[src/hdl/acpb_pkg.sv]
// Package for the antialiased circle pixel blend unit: sizes, types, register map, helpers.
`timescale 1ns / 1ps

package acpb_pkg;

    localparam int AA_RES     = 2;
    localparam int COORD_BITS = 11;

    localparam int PIX_W    = 11;
    localparam int CENTER_W = 12;
    localparam int RADIUS_W = 11;
    localparam int COLOR_W  = 32;
    localparam int COV_W    = 3;
    localparam int CH_W     = 8;
    localparam int NUM_CH   = 3;

    localparam int G         = AA_RES + 1;
    localparam int TWO_G     = 2 * G;
    localparam int AA2       = AA_RES * AA_RES;
    localparam int DIFF_W    = COORD_BITS + 2;
    localparam int DX_W      = DIFF_W + $clog2(TWO_G) + 1;
    localparam int SQ_W      = 2 * DX_W;
    localparam int SUM_W     = SQ_W + 1;
    localparam int RSQ_W     = 2 * COORD_BITS;
    localparam int LIM_SCALE = 4 * G * G;
    localparam int CNT_W     = $clog2(AA2 + 1);
    localparam int AV_W      = CH_W + CNT_W;
    localparam int RECIP_K   = AV_W + $clog2(AA2);
    localparam int MIX_W     = 2 * CH_W + 1;
    localparam int COV_MAX   = (1 << COV_W) - 1;

    localparam int IN_W        = 2 * PIX_W + COLOR_W;
    localparam int IN_TDATA_W  = ((IN_W + 7) / 8) * 8;
    localparam int OUT_W       = COLOR_W + COV_W;
    localparam int OUT_TDATA_W = ((OUT_W + 7) / 8) * 8;

    localparam int REG_N     = 4;
    localparam int REG_IDX_W = $clog2(REG_N);
    localparam int PADDR_W   = REG_IDX_W + 2;
    localparam int PDATA_W   = 32;

    typedef logic [COORD_BITS-1:0]        t_coord;
    typedef logic signed [COORD_BITS:0]   t_ccoord;
    typedef logic signed [DIFF_W-1:0]     t_diff;
    typedef logic signed [DX_W-1:0]       t_dx;
    typedef logic signed [SQ_W-1:0]       t_sq;
    typedef logic [SUM_W-1:0]             t_sum;
    typedef logic [RSQ_W-1:0]             t_rsq;
    typedef logic [AA2-1:0]               t_hits;
    typedef logic [CNT_W-1:0]             t_cnt;
    typedef logic [CNT_W+COV_W-1:0]       t_cntx;
    typedef logic [COV_W-1:0]             t_cov;
    typedef logic [CH_W-1:0]              t_ch;
    typedef logic [COLOR_W-1:0]           t_color;
    typedef logic [AV_W-1:0]              t_av;
    typedef logic [RECIP_K:0]             t_recip;
    typedef logic [AV_W+RECIP_K:0]        t_aprod;
    typedef logic [MIX_W-1:0]             t_mix;

    localparam t_recip RECIP_M = t_recip'(((64'd1 << RECIP_K) + AA2 - 1) / AA2);
    localparam t_ch    CH_MAX  = '1;

    typedef enum logic [REG_IDX_W-1:0] {
        REG_CENTER_X = 0,
        REG_CENTER_Y = 1,
        REG_RADIUS   = 2,
        REG_FILL     = 3
    } t_reg_idx;

    typedef struct packed {
        t_ccoord center_x;
        t_ccoord center_y;
        t_sum    limit;
        t_color  fill;
    } t_cfg;

    typedef struct packed {
        t_hits  hits;
        t_color dest;
    } t_cov_beat;

    function automatic t_cov sat_cov(input t_cnt c);
        t_cntx cx;
        cx = t_cntx'(c);
        if (cx > t_cntx'(COV_MAX)) begin
            return t_cov'(COV_MAX);
        end
        return t_cov'(cx);
    endfunction

endpackage

[src/hdl/acpb_cfg.sv]
// Configuration register file with APB-style access and derived radius limit.
`timescale 1ns / 1ps

module acpb_cfg (
    input  logic                           i_clk,
    input  logic                           i_rst_n,
    input  logic                           psel,
    input  logic                           penable,
    input  logic                           pwrite,
    input  logic [acpb_pkg::PADDR_W-1:0]   paddr,
    input  logic [acpb_pkg::PDATA_W-1:0]   pwdata,
    output logic [acpb_pkg::PDATA_W-1:0]   prdata,
    output logic                           pready,
    output acpb_pkg::t_cfg                 o_cfg
);

    logic [acpb_pkg::CENTER_W-1:0] r_center_x;
    logic [acpb_pkg::CENTER_W-1:0] r_center_y;
    logic [acpb_pkg::RADIUS_W-1:0] r_radius;
    acpb_pkg::t_color              r_fill;
    acpb_pkg::t_rsq                r_rsq;
    acpb_pkg::t_sum                r_limit;
    acpb_pkg::t_reg_idx            reg_idx;
    acpb_pkg::t_coord              rad_c;
    logic                          wr_en;

    assign pready  = 1'b1;
    assign reg_idx = acpb_pkg::t_reg_idx'(paddr[acpb_pkg::PADDR_W-1:2]);
    assign wr_en   = psel && penable && pwrite && pready;
    assign rad_c   = acpb_pkg::t_coord'(r_radius);

    always_ff @(posedge i_clk) begin
        if (!i_rst_n) begin
            r_center_x <= '0;
            r_center_y <= '0;
            r_radius   <= '0;
            r_fill     <= '0;
            r_rsq      <= '0;
            r_limit    <= '0;
        end else begin
            r_rsq   <= acpb_pkg::t_rsq'(rad_c) * acpb_pkg::t_rsq'(rad_c);
            r_limit <= acpb_pkg::t_sum'(r_rsq) * acpb_pkg::t_sum'(acpb_pkg::LIM_SCALE);
            if (wr_en) begin
                case (reg_idx)
                    acpb_pkg::REG_CENTER_X: begin
                        r_center_x <= pwdata[acpb_pkg::CENTER_W-1:0];
                    end
                    acpb_pkg::REG_CENTER_Y: begin
                        r_center_y <= pwdata[acpb_pkg::CENTER_W-1:0];
                    end
                    acpb_pkg::REG_RADIUS: begin
                        r_radius <= pwdata[acpb_pkg::RADIUS_W-1:0];
                    end
                    acpb_pkg::REG_FILL: begin
                        r_fill <= pwdata[acpb_pkg::COLOR_W-1:0];
                    end
                    default: begin
                    end
                endcase
            end
        end
    end

    always_comb begin
        case (reg_idx)
            acpb_pkg::REG_CENTER_X: prdata = acpb_pkg::PDATA_W'(r_center_x);
            acpb_pkg::REG_CENTER_Y: prdata = acpb_pkg::PDATA_W'(r_center_y);
            acpb_pkg::REG_RADIUS:   prdata = acpb_pkg::PDATA_W'(r_radius);
            acpb_pkg::REG_FILL:     prdata = acpb_pkg::PDATA_W'(r_fill);
            default:                prdata = '0;
        endcase
    end

    // centre is reinterpreted as a (COORD_BITS+1)-bit two's complement value
    assign o_cfg.center_x = acpb_pkg::t_ccoord'(r_center_x);
    assign o_cfg.center_y = acpb_pkg::t_ccoord'(r_center_y);
    assign o_cfg.limit    = r_limit;
    assign o_cfg.fill     = r_fill;

endmodule

[src/hdl/acpb_coverage.sv]
// Subsample coverage pipeline: offsets, squares, distance compare against the radius limit.
`timescale 1ns / 1ps

module acpb_coverage (
    input  logic                          i_clk,
    input  logic                          i_rst_n,
    input  acpb_pkg::t_cfg                i_cfg,
    input  logic                          i_valid,
    output logic                          o_ready,
    input  logic [acpb_pkg::PIX_W-1:0]    i_pixel_x,
    input  logic [acpb_pkg::PIX_W-1:0]    i_pixel_y,
    input  acpb_pkg::t_color              i_dest,
    output logic                          o_valid,
    input  logic                          i_ready,
    output acpb_pkg::t_cov_beat           o_beat
);

    localparam int NSTG = 3;

    logic [NSTG-1:0]   r_vld;
    logic [NSTG-1:0]   stage_en;
    acpb_pkg::t_color  r_dest [NSTG];
    acpb_pkg::t_dx     r_dx [acpb_pkg::AA_RES];
    acpb_pkg::t_dx     r_dy [acpb_pkg::AA_RES];
    acpb_pkg::t_sq     r_sqx [acpb_pkg::AA_RES];
    acpb_pkg::t_sq     r_sqy [acpb_pkg::AA_RES];
    acpb_pkg::t_hits   r_hits;
    acpb_pkg::t_hits   n_hits;
    acpb_pkg::t_diff   diff_x;
    acpb_pkg::t_diff   diff_y;

    always_comb begin
        stage_en[NSTG-1] = !r_vld[NSTG-1] || i_ready;
        for (int k = NSTG - 2; k >= 0; k--) begin
            stage_en[k] = !r_vld[k] || stage_en[k+1];
        end
    end

    assign o_ready = stage_en[0];

    always_ff @(posedge i_clk) begin
        if (!i_rst_n) begin
            r_vld <= '0;
        end else begin
            if (stage_en[0]) r_vld[0] <= i_valid;
            for (int k = 1; k < NSTG; k++) begin
                if (stage_en[k]) r_vld[k] <= r_vld[k-1];
            end
        end
    end

    always_ff @(posedge i_clk) begin
        if (stage_en[0]) r_dest[0] <= i_dest;
        for (int k = 1; k < NSTG; k++) begin
            if (stage_en[k]) r_dest[k] <= r_dest[k-1];
        end
    end

    // stage 1: pixel minus centre, scaled to the subsample grid
    assign diff_x = acpb_pkg::t_diff'(acpb_pkg::t_coord'(i_pixel_x))
                  - acpb_pkg::t_diff'(i_cfg.center_x);
    assign diff_y = acpb_pkg::t_diff'(acpb_pkg::t_coord'(i_pixel_y))
                  - acpb_pkg::t_diff'(i_cfg.center_y);

    for (genvar s = 0; s < acpb_pkg::AA_RES; s++) begin : g_lane
        localparam int OFF = 2 + 2 * s - acpb_pkg::G;

        always_ff @(posedge i_clk) begin
            if (stage_en[0]) begin
                r_dx[s] <= acpb_pkg::t_dx'(diff_x) * acpb_pkg::t_dx'(acpb_pkg::TWO_G)
                         + acpb_pkg::t_dx'(OFF);
                r_dy[s] <= acpb_pkg::t_dx'(diff_y) * acpb_pkg::t_dx'(acpb_pkg::TWO_G)
                         + acpb_pkg::t_dx'(OFF);
            end
            if (stage_en[1]) begin
                r_sqx[s] <= acpb_pkg::t_sq'(r_dx[s]) * acpb_pkg::t_sq'(r_dx[s]);
                r_sqy[s] <= acpb_pkg::t_sq'(r_dy[s]) * acpb_pkg::t_sq'(r_dy[s]);
            end
        end
    end

    // stage 3: one compare per subsample
    always_comb begin
        for (int sx = 0; sx < acpb_pkg::AA_RES; sx++) begin
            for (int sy = 0; sy < acpb_pkg::AA_RES; sy++) begin
                n_hits[sx*acpb_pkg::AA_RES+sy] =
                    (acpb_pkg::t_sum'($unsigned(r_sqx[sx]))
                     + acpb_pkg::t_sum'($unsigned(r_sqy[sy]))) <= i_cfg.limit;
            end
        end
    end

    always_ff @(posedge i_clk) begin
        if (stage_en[2]) r_hits <= n_hits;
    end

    assign o_valid     = r_vld[NSTG-1];
    assign o_beat.hits = r_hits;
    assign o_beat.dest = r_dest[NSTG-1];

    a_stall_full: assert property (@(posedge i_clk) disable iff (!i_rst_n)
        !o_ready |-> ((&r_vld) && !i_ready))
        else $error("coverage pipe stalled with a bubble inside");

    a_zero_radius: assert property (@(posedge i_clk) disable iff (!i_rst_n)
        (r_vld[NSTG-1] && (i_cfg.limit == '0)) |-> (r_hits == '0))
        else $error("hit reported with zero radius");

endmodule

[src/hdl/acpb_blend.sv]
// Blend pipeline: hit count, alpha scaling, channel mix, divide by 255, output register.
`timescale 1ns / 1ps

module acpb_blend (
    input  logic                  i_clk,
    input  logic                  i_rst_n,
    input  acpb_pkg::t_cfg        i_cfg,
    input  logic                  i_valid,
    output logic                  o_ready,
    input  acpb_pkg::t_cov_beat   i_beat,
    output logic                  o_valid,
    input  logic                  i_ready,
    output acpb_pkg::t_color      o_color,
    output acpb_pkg::t_cov        o_coverage
);

    localparam int NSTG = 4;

    logic [NSTG-1:0]   r_vld;
    logic [NSTG-1:0]   stage_en;
    acpb_pkg::t_color  r_dest [NSTG];
    acpb_pkg::t_cnt    r_cnt [NSTG-1];
    acpb_pkg::t_av     r_v;
    acpb_pkg::t_ch     r_a;
    acpb_pkg::t_mix    r_mix [acpb_pkg::NUM_CH];
    acpb_pkg::t_ch     r_out_ch [acpb_pkg::NUM_CH];
    acpb_pkg::t_cov    r_cov;
    acpb_pkg::t_cnt    hit_cnt;
    acpb_pkg::t_aprod  a_prod;
    acpb_pkg::t_av     a_full;
    acpb_pkg::t_ch     inv_a;
    acpb_pkg::t_ch     src_alpha;

    always_comb begin
        stage_en[NSTG-1] = !r_vld[NSTG-1] || i_ready;
        for (int k = NSTG - 2; k >= 0; k--) begin
            stage_en[k] = !r_vld[k] || stage_en[k+1];
        end
    end

    assign o_ready = stage_en[0];

    always_ff @(posedge i_clk) begin
        if (!i_rst_n) begin
            r_vld <= '0;
        end else begin
            if (stage_en[0]) r_vld[0] <= i_valid;
            for (int k = 1; k < NSTG; k++) begin
                if (stage_en[k]) r_vld[k] <= r_vld[k-1];
            end
        end
    end

    assign hit_cnt   = acpb_pkg::t_cnt'($countones(i_beat.hits));
    assign src_alpha = i_cfg.fill[acpb_pkg::COLOR_W-1 -: acpb_pkg::CH_W];
    assign a_prod    = acpb_pkg::t_aprod'(r_v) * acpb_pkg::t_aprod'(acpb_pkg::RECIP_M);
    assign a_full    = acpb_pkg::t_av'(a_prod >> acpb_pkg::RECIP_K);
    assign inv_a     = acpb_pkg::CH_MAX - r_a;

    always_ff @(posedge i_clk) begin
        // stage 1: count hits, alpha times count
        if (stage_en[0]) begin
            r_dest[0] <= i_beat.dest;
            r_cnt[0]  <= hit_cnt;
            r_v       <= acpb_pkg::t_av'(src_alpha) * acpb_pkg::t_av'(hit_cnt);
        end
        // stage 2: divide by the subsample count via reciprocal
        if (stage_en[1]) begin
            r_dest[1] <= r_dest[0];
            r_cnt[1]  <= r_cnt[0];
            r_a       <= (a_full > acpb_pkg::t_av'(acpb_pkg::CH_MAX)) ? acpb_pkg::CH_MAX
                                                                      : acpb_pkg::t_ch'(a_full);
        end
        // stage 3: weighted channel sums
        if (stage_en[2]) begin
            r_dest[2] <= r_dest[1];
            r_cnt[2]  <= r_cnt[1];
            for (int c = 0; c < acpb_pkg::NUM_CH; c++) begin
                r_mix[c] <= acpb_pkg::t_mix'(r_dest[1][c*acpb_pkg::CH_W +: acpb_pkg::CH_W])
                              * acpb_pkg::t_mix'(inv_a)
                          + acpb_pkg::t_mix'(i_cfg.fill[c*acpb_pkg::CH_W +: acpb_pkg::CH_W])
                              * acpb_pkg::t_mix'(r_a);
            end
        end
    end

    // stage 4: x/255 as (x + 1 + (x >> 8)) >> 8, exact for x below 65535
    for (genvar c = 0; c < acpb_pkg::NUM_CH; c++) begin : g_div
        acpb_pkg::t_mix q_sum;
        assign q_sum = r_mix[c] + acpb_pkg::t_mix'(1) + (r_mix[c] >> acpb_pkg::CH_W);

        always_ff @(posedge i_clk) begin
            if (stage_en[3]) begin
                r_out_ch[c] <= (q_sum[acpb_pkg::MIX_W-1:acpb_pkg::CH_W] >
                                (acpb_pkg::MIX_W - acpb_pkg::CH_W)'(acpb_pkg::CH_MAX))
                               ? acpb_pkg::CH_MAX
                               : q_sum[acpb_pkg::CH_W +: acpb_pkg::CH_W];
            end
        end
    end

    always_ff @(posedge i_clk) begin
        if (stage_en[3]) begin
            r_dest[3] <= r_dest[2];
            r_cov     <= acpb_pkg::sat_cov(r_cnt[2]);
        end
    end

    always_comb begin
        o_color = r_dest[3];
        for (int c = 0; c < acpb_pkg::NUM_CH; c++) begin
            o_color[c*acpb_pkg::CH_W +: acpb_pkg::CH_W] = r_out_ch[c];
        end
    end

    assign o_valid    = r_vld[NSTG-1];
    assign o_coverage = r_cov;

    a_zero_cov_keeps: assert property (@(posedge i_clk) disable iff (!i_rst_n)
        (r_vld[NSTG-1] && (r_cov == '0)) |-> (o_color == r_dest[NSTG-1]))
        else $error("uncovered pixel changed its color");

    a_zero_cnt_alpha: assert property (@(posedge i_clk) disable iff (!i_rst_n)
        (r_vld[1] && (r_cnt[1] == '0)) |-> (r_a == '0))
        else $error("nonzero alpha with zero coverage");

endmodule

[src/hdl/antialiased_circle_pixel_blend_unit.sv]
// Top level of the antialiased circle pixel blend unit.
// Channel | Dir | Fields (low bit up)
// s_axis  | in  | tdata: pixel_x[10:0], pixel_y[21:11], dest_color[53:22], zero pad to 56
// m_axis  | out | tdata: blended_color[31:0], coverage[34:32], zero pad to 40
// apb     | cfg | 0x0 center_x, 0x4 center_y, 0x8 radius, 0xC fill_color
// One beat per clock sustained while m_axis_tready stays high; a beat passes through
// 3 coverage stages and 4 blend stages, including the output register.
// Reset clears valid bits and config registers; no clearing pass is needed.
// Each stage holds on a stall and fills bubbles, so input keeps flowing while
// a result waits at the output, until all seven stages hold a beat.
`timescale 1ns / 1ps

module antialiased_circle_pixel_blend_unit (
    input  logic                                 i_clk,
    input  logic                                 i_rst_n,
    input  logic                                 s_axis_tvalid,
    output logic                                 s_axis_tready,
    // pixel_x, pixel_y, dest_color
    input  logic [acpb_pkg::IN_TDATA_W-1:0]      s_axis_tdata,
    output logic                                 m_axis_tvalid,
    input  logic                                 m_axis_tready,
    // blended_color, coverage
    output logic [acpb_pkg::OUT_TDATA_W-1:0]     m_axis_tdata,
    input  logic                                 psel,
    input  logic                                 penable,
    input  logic                                 pwrite,
    input  logic [acpb_pkg::PADDR_W-1:0]         paddr,
    input  logic [acpb_pkg::PDATA_W-1:0]         pwdata,
    output logic [acpb_pkg::PDATA_W-1:0]         prdata,
    output logic                                 pready
);

    acpb_pkg::t_cfg       cfg;
    acpb_pkg::t_cov_beat  cov_beat;
    logic                 cov_valid;
    logic                 cov_ready;
    acpb_pkg::t_color     out_color;
    acpb_pkg::t_cov       out_cov;

    acpb_cfg u_cfg (
        .i_clk   (i_clk),
        .i_rst_n (i_rst_n),
        .psel    (psel),
        .penable (penable),
        .pwrite  (pwrite),
        .paddr   (paddr),
        .pwdata  (pwdata),
        .prdata  (prdata),
        .pready  (pready),
        .o_cfg   (cfg)
    );

    acpb_coverage u_coverage (
        .i_clk     (i_clk),
        .i_rst_n   (i_rst_n),
        .i_cfg     (cfg),
        .i_valid   (s_axis_tvalid),
        .o_ready   (s_axis_tready),
        .i_pixel_x (s_axis_tdata[acpb_pkg::PIX_W-1:0]),
        .i_pixel_y (s_axis_tdata[acpb_pkg::PIX_W +: acpb_pkg::PIX_W]),
        .i_dest    (s_axis_tdata[2*acpb_pkg::PIX_W +: acpb_pkg::COLOR_W]),
        .o_valid   (cov_valid),
        .i_ready   (cov_ready),
        .o_beat    (cov_beat)
    );

    acpb_blend u_blend (
        .i_clk      (i_clk),
        .i_rst_n    (i_rst_n),
        .i_cfg      (cfg),
        .i_valid    (cov_valid),
        .o_ready    (cov_ready),
        .i_beat     (cov_beat),
        .o_valid    (m_axis_tvalid),
        .i_ready    (m_axis_tready),
        .o_color    (out_color),
        .o_coverage (out_cov)
    );

    assign m_axis_tdata = acpb_pkg::OUT_TDATA_W'({out_cov, out_color});

endmodule

[config.mk]
export PLATFORM = sky130hd
export DESIGN_NAME = antialiased_circle_pixel_blend_unit
export DESIGN_NICKNAME = d
export VERILOG_FILES = /design/src/hdl/acpb_pkg.sv /design/src/hdl/acpb_cfg.sv /design/src/hdl/acpb_coverage.sv /design/src/hdl/acpb_blend.sv /design/src/hdl/antialiased_circle_pixel_blend_unit.sv
export SDC_FILE = /design/constraint.sdc
export NUM_CORES = 2
export LEC_CHECK = 0
export BUFFER_PORTS_ARGS = -buffer_cell sky130_fd_sc_hd__buf_2
export CAP_MARGIN = 5
export CORE_ASPECT_RATIO = 0.6
export CORE_MARGIN = 2
export CORE_UTILIZATION = 66
export DETAILED_ROUTE_END_ITERATION = 6
export GPL_TIMING_DRIVEN = 0
export PLACE_DENSITY = 0.94
export SLEW_MARGIN = 20
export SYNTH_ARGS = -nofsm -noshare
export SYNTH_HDL_FRONTEND = slang
export SYNTH_SLANG_ARGS = --single-unit
[constraint.sdc]
create_clock -name i_clk -period 8.9 [get_ports i_clk]
set_input_delay 1.335 -clock i_clk [delete_from_list [all_inputs] [get_ports i_clk]]
set_output_delay 1.335 -clock i_clk [all_outputs]
set_load 0.01 [all_outputs]
==> qor.csv <==
stage,metric,value,unit
synthesis,yosys.area.top_type,fa_1,
clocking,clk_latency,0.71,ns
floorplanning,fp.dieW,471,microns
grt,grt_pass1_vias,67866,
clocking,htree_levels,2,
clocking,cts_tree,yes,
synthesis,postSynthAreaPerCell,10.1,sq um
sta,worst_slew_pin_slew,1.31,ns
finish,drive_gt1_frac,0.0415,
synthesis,synth-edff-count,476,
synthesis,synth_most_common_cell,inv_1,
grt,grt_pass1_wl,379000,microns
route,vias,63730,
synthesis,synthArstFlopShare,0,
sta,hold_viol,0,
synthesis,syn_inst,8541,
sta,fmax,0.113,GHz
route,wl_per_cell,22.8,microns
route,vias_per_cell,6.04,
clocking,clk_pin_slew,0.07,ns
synthesis,synth_cell_types,86,
sta,report.final.slew_viol_count,0,
place,place_inst,10434,
clocking,root_buffer,clkbuf_16,
sta,period_needed,8.83,ns
hold_path,holdPathStages,0,
floorplanning,rows,102,
finish,seqCellArea,16700,sq um
finish,nNetsFinal,11267,
synthesis,synth_warnings,0,
synthesis,ys.flop_type,edfxtp_1,
sta,setup_viol,0,
worst_setup_path,worstSetupPathType,reg2reg,
synthesis,ys_seq_elements,596,
place,gp_congestion,1.04,
synthesis,synthTopCellsByArea,"fa_1 33%, edfxtp_1 17%, ha_1 14%",
outcome,violations,DRC,
worst_setup_path,crit_arrival,9.25,ns
grt,antenna_found_initial,21,
route,drc_errors,1,
sta,relSlewSlack,0.126,
clocking,postCtsHoldBufs,0,
finish,nFillCells,8659,
route,dr.pass1.iters,7,
clocking,cts_buffers,57,
worst_setup_path,cp_max_fo,10,
floorplanning,core_region_area,129000,sq um
worst_setup_path,crit_required,9.31,ns
hold_path,min_path_type,reg2reg,
worst_setup_path,worst_setup_path_end_kind,flop,
sta,fin_setup_tns,0,ns
sta,clock_skew,0.0407,ns
sta,fin_crit_sh,0.992,
route,drtAntennaViolNets,0,
route,totalWireLength,240000,microns
clocking,cts_sinks,596,
worst_setup_path,reg2reg_depth,22,
grt,grt_use_total,0.368,
floorplanning,die_height,284,microns
synthesis,synth_top_area_frac,0.331,
floorplanning,initial_core_util,0.667,
finish,area_delta_synth_final,6.07,%
clocking,cts_buffer_depth,3,
synthesis,ys_seq_area_frac,0.193,
worst_setup_path,start_kind,flop,
sta,grt_setup_unrepaired,false,
floorplanning,dieArea,134000,sq um
finish,instances_no_fill,10559,
synthesis,synth_common_cells,"1929 x inv_1, 1428 x fa_1, 963 x ha_1",
grt,overflow,0,
outcome,status,finished with violations,
place,post-dp-hpwl,198000,microns
synthesis,synth_area,86300,sq um
flow_run,drv_cap,0,
floorplanning,io_pins,174,
place,io_buffers,162,
route,drtIter0Drc,7414,
finish,multi_input_area,61600,sq um
grt,grt_max_degree,93,
layout make-up:
| cell class | count | area share |
|---|---|---|
| Buffer | 209 | 0.00883 |
| Multi-Input combinational cell | 5814 | 0.673 |
| Clock buffer | 68 | 0.0164 |
| Sequential cell | 596 | 0.182 |
| Timing Repair Buffer | 170 | 0.0109 |
| Clock inverter | 39 | 0.00534 |
| Antenna cell | 18 | 0.000492 |
| Inverter | 1929 | 0.0791 |
| Tap cell | 1716 | 0.0234 |
timing repair:
action	CTS	global route
endpoints found under the setup margin	0	6
buffers inserted	0	0
gates resized for setup	0	4
state kept, by name, indices dropped and copies added (netlist names), 25 cells and up:
signal and flops:
u_coverage.r_sqy 64, u_coverage.r_sqx 64, u_coverage.r_dest 96, u_blend.r_mix 51, u_coverage.r_dx 32, u_cfg.r_limit 25
u_cfg.r_fill 32, u_blend.r_dest 80, u_coverage.r_dy 32
cells in the final DEF, fill, tap and decap left out, drive strengths merged, types with 11 or more instances in the layout:
master   count
diode       18
xnor2      328
inv       1934
clkbuf     266
nor3        63
fa        1428
nor2b      197
o21a        57
or2         19
and3        61
a21o       161
a31o        28
mux2i       33
nand4       21
xor2       134
a31oi       35
o31ai       16
a211oi      34
or3         19
buf        181
ha         963
dfxtp      120
and2       366
o211ai      16
clkinv      18
o41ai       15
o21ai      182
nor2       238
a21boi      53
mux4        11
o21bai      47
o31a        11
nand2b     167
edfxtp     476
a21oi      268
nand3       59
nand2      650
a2111oi     14
through the flow:
step	hold slack [ns]	cell area (sq um)	setup slack [ns]	util
after global placement	0.401	89300	0.522	0.690
after detailed placement	0.405	89500	0.332	0.692
after global routing	0.408	91500	0.0102	0.707
after floorplan	0.400	86400	2.15	-
final	0.409	91600	0.0692	0.708
after CTS	0.402	91500	0.281	0.707
critical path: stages (launching register included):
cell and delay [ns]:
edfxtp_1 0.49, clkbuf_1 0.71, clkbuf_1 0.68, nand2_1 0.25
fa_1 0.57, fa_1 0.41, inv_1 0.08, fa_1 0.44
fa_1 0.51, fa_1 0.49, inv_1 0.05, fa_1 0.47
inv_1 0.04, ha_1 0.34, and3_1 0.22, and3_1 0.26
a21oi_1 0.53, a31oi_1 0.29, o31a_1 0.38, o41ai_1 0.67
nor2b_1 0.16, o41a_1 0.35, xor2_1 0.15
cells by family (layout without fill, tap and decap cells):
logic type               after synthesis  count (layout)  synth area share
adder cells (fa/ha/maj)             2391            2391             0.471
buffers and inverters               2138            2415            0.0932
AND/OR/NAND/NOR                     1904            1904             0.112
AO/OA/AOI/OAI                        999             999            0.0768
flip-flops                           596             596             0.193
XOR/XNOR                             462             462            0.0469
multiplexers                          49              49           0.00735
other                                  2              27         0.0000870
path summary, 6_finish.rpt:
| kind | end | slack [ns] | from |
|---|---|---|---|
| worst min register to register | u_coverage.r_dest[0][70] | 0.41 | u_coverage.r_dest[0][38] |
| worst max register to register | u_coverage.r_sqx[0][30] | 0.07 | u_coverage.r_dx[0][5] |
| worst min-delay path | u_coverage.r_dest[0][70] | 0.41 | u_coverage.r_dest[0][38] |
| worst max-delay path | u_coverage.r_sqx[0][30] | 0.07 | u_coverage.r_dx[0][5] |
per-layer routing:
metal,wire length (microns),global-route usage,up-vias,share of wire
met5,96,0.00355,-,0.00040
met4,8650,0.110,8,0.036
met3,39800,0.155,734,0.17
met2,98300,0.517,4095,0.41
met1,93600,0.520,31581,0.39
li1,-,-,27312,-
Power is not shown: default switching activity piles up to over one toggle a cycle in this logic, so the estimate is an artifact.
